$ cat config.mk
export PLATFORM = sky130hd
export DESIGN_NAME = adamax_ram
export DESIGN_NICKNAME = d
export VERILOG_FILES = /design/src/rtl/adamax_ram.sv
export SDC_FILE = /design/constraint.sdc
export NUM_CORES = 1
export LEC_CHECK = 0
export CAP_MARGIN = 20
export CORE_AREA = 2 2 136 138
export CTS_CLUSTER_DIAMETER = 50
export DETAILED_ROUTE_END_ITERATION = 6
export DIE_AREA = 0 0 138 140
export DONT_BUFFER_PORTS = 1
export PLACE_DENSITY = 0.49
export SYNTH_ARGS = -nofsm -noshare
export SYNTH_HDL_FRONTEND = slang
export SYNTH_SLANG_ARGS = --single-unit
$ cat constraint.sdc
create_clock -name clk -period 4.2 [get_ports clk]
set_input_delay 0.63 -clock clk [delete_from_list [all_inputs] [get_ports clk]]
set_output_delay 0.63 -clock clk [all_outputs]
set_load 0.005 [all_outputs]
$ cat src/rtl/adamax_ram.sv
// Generic simple dual-port RAM: one write port, one registered read port.
// No dependencies; read returns old data on a same-address write.
module adamax_ram #(
    parameter int WIDTH = 8,
    parameter int DEPTH = 16
) (
    input  logic                     clk,
    input  logic                     wr_en,
    input  logic [$clog2(DEPTH)-1:0] wr_addr,
    input  logic [WIDTH-1:0]         wr_data,
    input  logic                     rd_en,
    input  logic [$clog2(DEPTH)-1:0] rd_addr,
    output logic [WIDTH-1:0]         rd_data
);

    logic [WIDTH-1:0] mem [0:DEPTH-1];

    // write the array
    always_ff @(posedge clk)
    begin
        if (wr_en)
        begin
            mem[wr_addr] <= wr_data;
        end
    end

    // register the read
    always_ff @(posedge clk)
    begin
        if (rd_en)
        begin
            rd_data <= mem[rd_addr];
        end
    end

endmodule

=== Word level (Yosys, flattened, before mapping) ===
Memory sizes are Yosys's and may differ from the RTL's. A register that Yosys moved wholly into a read port is not among the register bits.
Index checks and enable logic that the tools add are counted.

* Mux-type cells: 2

{| class="wikitable"
|+ Operator list
! kind !! number
|-
| $mux W1 || 2
|}

* Memories: 1
* Bits of input ports: 19
* Output and inout bits: 8
* Word-level logic and storage cells: 3
* Register bits: 0
* Memory bits (writable): 128

{| class="wikitable"
|+ Memory list
! name !! depth !! width !! rd ports !! clocked after Yosys merged registers in !! wr ports !! line !! RTL
|-
| mem || 16 || 8 || 1 || 1 || 1 || 16 || <nowiki>logic [WIDTH-1:0] mem [0:DEPTH-1];</nowiki>
|}

=== Depth between registers and ports, before layout ===
Gate-level depths: netlist of the first run.

* Depth after elaboration: 2
* Depth in mapped cells: 5
* Gate-level depth less buffers: 3

=== Worst setup path before layout of the first run ===
No wires, ideal clock.

* Kind: input port to flip-flop
* Start: in wr_addr[2]
* End: mem mem[0][0], enable pin
* Data required time: 3.817 ns
* Cell stages on the path: 2
* Arrival: 1.740 ns
* Setup time: 0.383 ns
* Buffers on the path: 0
* Slack: 2.077 ns
* Path through: or3b_2 > nor3_1

{| class="wikitable"
|+ RTL lines
! element !! line !! RTL
|-
| start: declaration || 9 || <nowiki>input logic [$clog2(DEPTH)-1:0] wr_addr,</nowiki>
|-
| end: declaration || 16 ||
|}

No word-level cell before the write port.

=== Worst setup path after layout of the first run ===
* Start: in wr_addr[2]
* End: mem mem[1][4], enable pin

No word-level cell before the write port.

==> results of run 1 <==
[cell type report]
type                       instances  area share (%)
sequential                       136            67.1
timing repair buffer               6           0.863
clock buffer                      17            6.99
tap                              229            4.71
multi-input combinational         83            17.4
clock inverter                    13            2.98
[flip-flops by register name (all words and copies together), names as in the netlist]
name     cells
rd_data      8
mem        128
[routing by layer]
| metal | up-vias | routed length, µm |
|---|---|---|
| li1 | 1007 | - |
| met1 | 1250 | 5090 |
| met2 | 75 | 5070 |
| met3 | 10 | 869 |
| met4 | 0 | 91 |
| met5 | - | 0 |
[worst reg2reg max path, cell delays in order, from the launching register on]
cell and delay (ps):
edfxtp_1 390, mux4_2 470, a22oi_1 350, nand2_1 110
[worst max path at each step]
stage                          start             endpoint  slack [ps]  cells past startpoint
after CTS                 wr_addr[2]  mem[0][2]$_DFFE_PP_        2300                      2
after detailed placement  wr_addr[2]  mem[0][2]$_DFFE_PP_        1850                      2
after global routing      wr_addr[2]  mem[2][1]$_DFFE_PP_        2390                      2
after floorplan           wr_addr[2]  mem[0][0]$_DFFE_PP_        2080                      2
final                     wr_addr[2]  mem[1][4]$_DFFE_PP_        2380                      2
after global placement    wr_addr[2]  mem[0][1]$_DFFE_PP_        1860                      2
[power groups by stage]
stage                     Clock (mW)  Sequential (mW)  Combinational (mW)
after floorplan                    0             1.56              0.0772
after global placement             0             1.57              0.0859
after detailed placement           0             1.57              0.0861
after CTS                       1.55             1.54              0.0864
after global routing            1.62             1.54              0.0938
final                           1.52             1.54              0.0866
[logic make-up after synthesis]
kind of cell	count (synthesis)	synth area share, %
simple gates	35	3.14
mux	32	14.8
buf+inv	10	1.65
compound gates	16	2.30
flops	136	78.1
[cell usage in the layout (no fill, tap or decap), drive strengths merged]
master,synthesis,routed
nor2,13,13
nor3,4,4
clkbuf,0,19
nand3,1,1
nand3b,2,2
and2b,1,1
and2,1,1
nor2b,1,1
bufinv,0,4
nand2,9,9
a22oi,16,16
edfxtp,136,136
clkinvlp,0,4
buf,7,4
mux4,32,32
nand2b,2,2
clkinv,0,5
or3b,1,1
==> out/qor.yml, run 1 <==
power:
  powerDensity_nw_per_um2: 517
  p_clk_share_pct: 48.4
  p_leak_nw: 1.92
  intPower_mw: 2.56
  comb_power_share_pct: 2.8
  p_total_mw: 3.15
  switching_share_pct: 18.8
  ir_worst_vdd_uv: 278
  p_sw_uw: 591
  seqPwrFrac_pct: 48.9
sta:
  hold_ws_ps: 309
  fin_setup_tns_ps: 0
  worstMarginPinSlew_ps: 1140
  min_period_ps: 1820
  fmax_mhz: 550
  setup_violations: 0
  setup_slack_ps: 2380
  rsz0062_at_grt: "no"
  period_share_pct: 43.3
  finClkSkew_ps: 5.94
  slew_headroom_pct: 23.9
  report.final.hold_viol_count: 0
  drv_slew: 0
worst_setup_path:
  timing.rr.end: "rd_data[6]$_DFFE_PP_"
  r2r_setup_slack_ps: 2630
  cp_max_fo: 8
  required_ps: 4240
  cp_num_buf_inv: 0
  critPathMaxStageDelay_ps: 700
  r2r_cells: 3
  crit_family: "simple AND/OR/NAND/NOR gates"
  rr_startpoint: "mem[0][6]$_DFFE_PP_"
  endpoint_kind: "flop"
  critical_path_class: "in -> reg"
  cp.arrival_ps: 1850
  crit_chain: "or3b_2 > nor2_1"
  worst_setup_path_start_kind: "primary input"
  slowest_stage: "nor2_1"
grt:
  grt_pass1_vias: 2487
  grt_max_degree: 33
  antenna_found_initial: 0
  grtUsageMet1_pct: 17.0
  grt.overflow.total: 0
  grt_use_met2_pct: 17.7
  grt_use_total_pct: 12.3
  grt_use_met3_pct: 5.44
  grt.busiest_layer: "met2"
  grt_pass1_wl_um: 16700
synthesis:
  netlist_instances: 229
  syn_area_per_cell_um2: 22.8
  synthTopCellsByArea: "edfxtp_1, mux4_2, mux4_1"
  synth_top_cell_area_share_pct: 78.1
  yosysTopAreaCell: "edfxtp_1"
  syn_nets: 248
  yosysSeqAreaShare_pct: 78.1
  yosys_warnings: 0
  postSynth.asyncResetShare_pct: 0
  ys.flop_type: "edfxtp_1"
  synth-edff-count: 136
  syn-cell-area_um2: 5230
  yosysMostFrequentCell: "edfxtp_1"
  synth.ff_latch_count: 136
  synth_common_cells: "edfxtp_1, mux4_2, a22oi_1"
  yosysUniqueCellTypes: 18
drt:
  num_vias: 2342
  drt_pre_antenna_iters: 4
  post_drt_wl_per_cell_um: 23.0
  drc: 0
  wl_um: 11100
  vias_per_cell: 4.84
  drt_iter0_drc: 308
  antenna_left: 0
run:
  maxCapViolCount: 0
layout:
  final_cell_area_um2: 6090
  seq_area_um2: 4080
  syn_to_final_growth_pct: 16.4
  num-fill-cells: 1660
  multiInputGateArea_um2: 1060
  drive_gt1_share_pct: 21.2
  utilization_pct: 34.2
  n_antenna_cell: 0
  nets: 263
  fin_cells: 484
clock_network:
  clockBufferDepth: 2
  clk_pin_slew_worst_paths_ps: 60
  cts_setup_buffers: 0
  clock-sinks: 136
  cts_resized: 0
  htreeDepth: 4
  cts_root_buf: "clkbuf_16"
  clkLatencyLatePin_ps: 410
  cts_inserted_buffers: 17
  tritoncts: "built"
  ctsHoldBuffers: 0
floorplan:
  rows: 49
  die-area_um2: 19300
  design.portCount: 27
  fp.coreArea_um2: 17800
  chipWidth_um: 138
  die_y_um: 140
  initial_core_util_pct: 29.4
place:
  dp.cells: 450
  place.gp.congestion: 0.685
  dpl_cell_area_um2: 5440
  portBuffers: 0
  hpwl_um: 6750
  pre_cts_slack_ps: 1850
worst_hold_path:
  whs_endpoint: "mem[11][2]$_DFFE_PP_"
  holdCritPathClass: "in -> reg"
  min_from: "wr_data[2]"
  worstHoldPathCells: 0
status:
  outcome: "finished, final reports clean"
(Power assumes the default switching activity.)
==> run 2, diff against run 1 <==
ABC_AREA = 1   (was default)
CORE_AREA = 2 2 143 145   (was 2 2 136 138)
DIE_AREA = 0 0 145 147   (was 0 0 138 140)
PLACE_DENSITY = 0.51   (was 0.49)
clock period = 1.54 ns   (was 4.2 ns; I/O delays follow)
==> run 2 against run 1 <==
  * Design area rose by 13%
  * Critical path depth rose by 4
  * Sequential power rose to 2.7 times the previous value
==> out/qor.yml, run 2 <==
status:
  outcome: "finished, final reports clean"
floorplan:
  initial_core_util_pct: 29.5
  die_y_um: 147
  design.portCount: 27
  chipWidth_um: 145
  fp.coreArea_um2: 19800
  rows: 52
  die-area_um2: 21300
worst_setup_path:
  endpoint_kind: "flop"
  worst_setup_path_start_kind: "flop"
  critPathMostFrequentCell: "nand3_1"
  cp_max_fo: 1
  cp.arrival_ps: 1370
  critical_path_class: "reg -> reg"
  required_ps: 1670
  crit_family: "simple AND/OR/NAND/NOR gates"
  crit_chain: "inv_1 > nand2_1 > nand3_1 > nand3_1 > nand3_1 > nand2_1"
  cp_num_buf_inv: 1
  critPathMaxStageDelay_ps: 380
  slowest_stage: "edfxtp_1"
sta:
  report.final.hold_viol_count: 0
  worstMarginPinSlew_ps: 827
  slew_headroom_pct: 44.7
  setup_violations: 0
  min_period_ps: 1240
  fin_setup_tns_ps: 0
  period_share_pct: 80.5
  finClkSkew_ps: 16.4
  drv_slew: 0
  rsz0062_at_grt: "no"
  fmax_mhz: 807
layout:
  top_register: "mem"
  fin_cells: 860
  n_antenna_cell: 0
  drive_gt1_share_pct: 8.81
  nets: 596
  syn_to_final_growth_pct: 17.2
  final_cell_area_um2: 6850
  largest_reg_flops: 128
  utilization_pct: 34.5
  layout_common_cells: "nand2_1, edfxtp_1, inv_1"
  layout.cells.most_common: "nand2_1"
  top_regs: "mem: 128 flops, rd_data: 8 flops"
synthesis:
  synth_common_cells: "nand2_1, edfxtp_1, inv_1"
  postSynth.asyncResetShare_pct: 0
  synth-xor-area-share_pct: 0
  synth_adder_area_share_pct: 0
  synth_top_cell_area_share_pct: 69.8
  syn_area_per_cell_um2: 10.6
  yosysTopAreaCell: "edfxtp_1"
  synth.ff_latch_count: 136
  yosysSeqAreaShare_pct: 69.8
  synth_compound_area_share_pct: 0
  synth_top_family_by_area: "simple AND/OR/NAND/NOR gates"
  synth.area.mux_share_pct: 0
  yosysUniqueCellTypes: 11
  syn-cell-area_um2: 5850
  netlist_instances: 551
  ys.flop_type: "edfxtp_1"
  yosys.area_share.simple_pct: 20.8
  synthTopCellsByArea: "edfxtp_1, nand2_1, nand3_1"
  synth-edff-count: 136
  yosys_warnings: 0
  yosysMostFrequentCell: "nand2_1"
  syn_nets: 570
grt:
  grt_max_degree: 66
  grt.overflow.total: 0
  grt_use_total_pct: 13.9
  antenna_found_initial: 0
  grt_pass1_wl_um: 21900
  grt_pass1_vias: 3783
clock_network:
  htreeDepth: 4
  cts_resized: 0
  cts_root_buf: "clkbuf_16"
  ctsHoldBuffers: 9
  clkLatencyLatePin_ps: 420
  tritoncts: "built"
  clk_pin_slew_worst_paths_ps: 60
  cts_inserted_buffers: 17
  clockBufferDepth: 2
  cts_setup_buffers: 0
  clock-sinks: 136
power:
  ir_worst_vdd_uv: 907
  p_leak_nw: 2.85
  powerDensity_nw_per_um2: 1240
drt:
  drt_pre_antenna_iters: 5
  drc: 0
  vias_per_cell: 4.40
  post_drt_wl_per_cell_um: 16.6
  num_vias: 3785
  wl_um: 14300
  antenna_left: 0
  drt_iter0_drc: 298
place:
  dp.cells: 819
  place.gp.congestion: 0.790
  portBuffers: 0
  dpl_cell_area_um2: 6200
  hpwl_um: 8920
run:
  maxCapViolCount: 0
worst_hold_path:
  holdCritPathClass: "in -> reg"
-- run 2: logic make-up after synthesis --
logic type | Yosys count
AND/OR/NAND/NOR | 289
flip-flops | 136
buffers and inverters | 126
-- run 2: worst reg2reg max path, cell delays in order, from the launching register on --
cell      delay [ps]
edfxtp_1         380
inv_1             60
nand2_1           50
nand3_1           80
nand3_1          100
nand3_1          130
nand2_1          140
-- run 2: per-stage QoR --
| stage | setup WS [ps] | total power [mW] | hold WS, ps |
|---|---|---|---|
| detailed placement | 154 | 4.62 | 331 |
| finish | 301 | 8.49 | 38.5 |
| CTS | 311 | 8.58 | 9.87 |
| floorplan | 358 | 4.56 | 330 |
| global route | 211 | 8.78 | 26.9 |
| global placement | 177 | 4.62 | 331 |
-- run 2: path summary, 6_finish.rpt --
| check | slack, ps | cells after the start | end | start |
|---|---|---|---|---|
| max reg2reg | 300 | 6 | rd_data[6]$_DFFE_PP_ | mem[6][6]$_DFFE_PP_ |
| min | 40 | 2 | rd_data[7]$_DFFE_PP_ | rd_addr[3] |
| min reg2reg | 740 | 6 | rd_data[4]$_DFFE_PP_ | mem[14][4]$_DFFE_PP_ |
| max | 300 | 6 | rd_data[6]$_DFFE_PP_ | mem[6][6]$_DFFE_PP_ |
-- run 2: layout make-up --
| cell class | count | area, µm² |
|---|---|---|
| multi-input combinational | 289 | 1210 |
| clock inverter | 13 | 131 |
| inverter | 102 | 383 |
| sequential | 136 | 4080 |
| fill | 1964 | 13000 |
| tap | 270 | 338 |
| clock buffer | 19 | 433 |
| timing repair buffer | 31 | 268 |
-- run 2: routing by layer --
| metal | global-route usage (%) | up-vias | part of all wire (%) |
|---|---|---|---|
| li1 | - | 1836 | - |
| met1 | 18.1 | 1805 | 46 |
| met2 | 21.8 | 131 | 46 |
| met3 | 5.22 | 13 | 7.4 |
| met4 | 4.46 | 0 | 1.2 |
| met5 | 0 | - | 0 |
-- run 2: power breakdown --
group	internal, mW	switching (mW)	total, mW	leakage [nW]
Combinational	0.136	0.287	0.423	1.35
Sequential	4.17	0.0306	4.20	1.24
Clock	2.36	1.50	3.87	0.268
Total	6.67	1.82	8.49	2.85
==> run 3, diff against run 2 <==
PLACE_DENSITY = 0.49   (was 0.51)
clock period = 1.25 ns   (was 1.54 ns; I/O delays follow)
==> run 3 against run 2 <==
  * Clock power increased by 15%
  * Setup slack lost 210 ps
  * Largest cell class unchanged
  * Non-clock buffer count increased by 1
  * Clock-buffer cell count up 1
  * Critical endpoint is now rd_data[5]$_DFFE_PP_
  * Die area stayed put
  * Clock skew fell by 4.5 ps
  * Combinational power rose by 32%
==> out/qor.yml, run 3 (synthesis gave the netlist of run 2 again) <==
layout:
  top_regs: "mem: 128 flops, rd_data: 8 flops"
  largest_reg_flops: 128
  layout.cells.most_common: "nand2_1"
  top_register: "mem"
  utilization_pct: 34.7
  layout_common_cells: "nand2_1, edfxtp_1, inv_1"
  n_antenna_cell: 0
  drive_gt1_share_pct: 8.97
  fin_cells: 861
  final_cell_area_um2: 6880
  nets: 597
  syn_to_final_growth_pct: 17.7
worst_setup_path:
  worst_setup_path_start_kind: "flop"
  slowest_stage: "edfxtp_1"
  cp_num_buf_inv: 1
  rr_startpoint: "mem[1][5]$_DFFE_PP_"
  endpoint_kind: "flop"
  critPathMaxStageDelay_ps: 360
  critical_path_class: "reg -> reg"
  crit_family: "simple AND/OR/NAND/NOR gates"
  r2r_cells: 6
  timing.rr.end: "rd_data[5]$_DFFE_PP_"
  required_ps: 1400
  r2r_setup_slack_ps: 100
  cp.arrival_ps: 1310
  crit_chain: "inv_1 > nand2_1 > nand3_1 > nand3_1 > nand3_2 > nand2_1"
  cp_max_fo: 1
drt:
  drc: 0
  drt_pre_antenna_iters: 4
  antenna_left: 0
  vias_per_cell: 4.39
  wl_um: 14400
  num_vias: 3782
  drt_iter0_drc: 306
  post_drt_wl_per_cell_um: 16.7
floorplan:
  design.portCount: 27
  die-area_um2: 21300
  initial_core_util_pct: 29.5
  chipWidth_um: 145
  rows: 52
  fp.coreArea_um2: 19800
  die_y_um: 147
power:
  p_total_mw: 10.2
  ir_worst_vdd_uv: 1030
  p_leak_nw: 2.86
  powerDensity_nw_per_um2: 1480
clock_network:
  htreeDepth: 4
  clkLatencyLatePin_ps: 420
  cts_inserted_buffers: 17
  cts_root_buf: "clkbuf_16"
  cts_setup_buffers: 0
  tritoncts: "built"
  clockBufferDepth: 2
  clk_pin_slew_worst_paths_ps: 60
  clock-sinks: 136
sta:
  fmax_mhz: 866
  drv_slew: 0
  setup_slack_ps: 95.4
  rsz0062_at_grt: "no"
  min_period_ps: 1150
  hold_ws_ps: 59.6
  slew_headroom_pct: 46.6
  finClkSkew_ps: 11.9
  period_share_pct: 92.4
  fin_setup_tns_ps: 0
  setup_violations: 0
  report.final.hold_viol_count: 0
  worstMarginPinSlew_ps: 798
worst_hold_path:
  min_from: "rd_addr[3]"
  worstHoldPathCells: 2
  whs_endpoint: "rd_data[4]$_DFFE_PP_"
  holdCritPathClass: "in -> reg"
grt:
  grtUsageMet1_pct: 19.8
  grt_max_degree: 66
  grt.overflow.total: 0
  grt_use_met2_pct: 21.8
  grt_use_total_pct: 14.3
  grt_pass1_wl_um: 22400
  grt_pass1_vias: 3749
  grt.busiest_layer: "met2"
  grt_use_met3_pct: 3.76
  antenna_found_initial: 0
place:
  hpwl_um: 8820
  pre_cts_slack_ps: -30.2
  dp.cells: 819
  dpl_cell_area_um2: 6230
  portBuffers: 0
  place.gp.congestion: 0.817
status:
  outcome: "finished, final reports clean"
run:
  maxCapViolCount: 0
[run 3: cell count changes in the layout (fill, tap and decap cells not counted), moves of 3 or more]
cell,before,now
buf_12,1,4
nand3_2,0,5
clkinv_4,3,0
nand3_1,97,92
clkinv_1,2,6
buf_4,21,18
[run 3: how the worst max path moves through the flow]
stage / startpoint / endpoint / cells past startpoint
floorplan: wr_addr[2] / mem[10][0]$_DFFE_PP_ / 2
CTS: mem[1][6]$_DFFE_PP_ / rd_data[6]$_DFFE_PP_ / 6
global route: mem[7][1]$_DFFE_PP_ / rd_data[1]$_DFFE_PP_ / 6
detailed placement: rd_addr[0] / rd_data[4]$_DFFE_PP_ / 7
finish: mem[1][5]$_DFFE_PP_ / rd_data[5]$_DFFE_PP_ / 6
global placement: rd_addr[0] / rd_data[4]$_DFFE_PP_ / 7
[run 3: per-layer routing]
| layer | vias up | part of all wire [%] |
|---|---|---|
| met1 | 1823 | 47 |
| met2 | 115 | 46 |
| met4 | 0 | 0.84 |
| met3 | 6 | 5.5 |
| li1 | 1838 | - |
| met5 | - | 0 |
[run 3: where the power goes]
part	switching, mW	total (mW)	internal [mW]
registers	0.0362	5.18	5.14
clock network	1.79	4.46	2.68
logic	0.371	0.557	0.185
[run 3: timing repair]
action                                  4_1_cts  5_1_grt
hold buffers                                 10        0
endpoints found under the setup margin        0        4
resized for setup                             0        6
endpoints found under the hold margin       138        0
[run 3: final cells by class]
class | count | area, µm²
clock inverters | 12 | 85.1
multi-input cells | 289 | 1240
flip-flops and latches | 136 | 4080
fillers | 1970 | 13000
clock buffers | 20 | 437
inverters | 102 | 383
well taps | 270 | 338
repair buffers | 32 | 315
[run 3: worst register-to-register path, delay by kind of cell, from the launching register on]
kind	cells	cell delay, ps
and+or+nand+nor	5	480
DFF	1	360
buffers and inverters	1	60
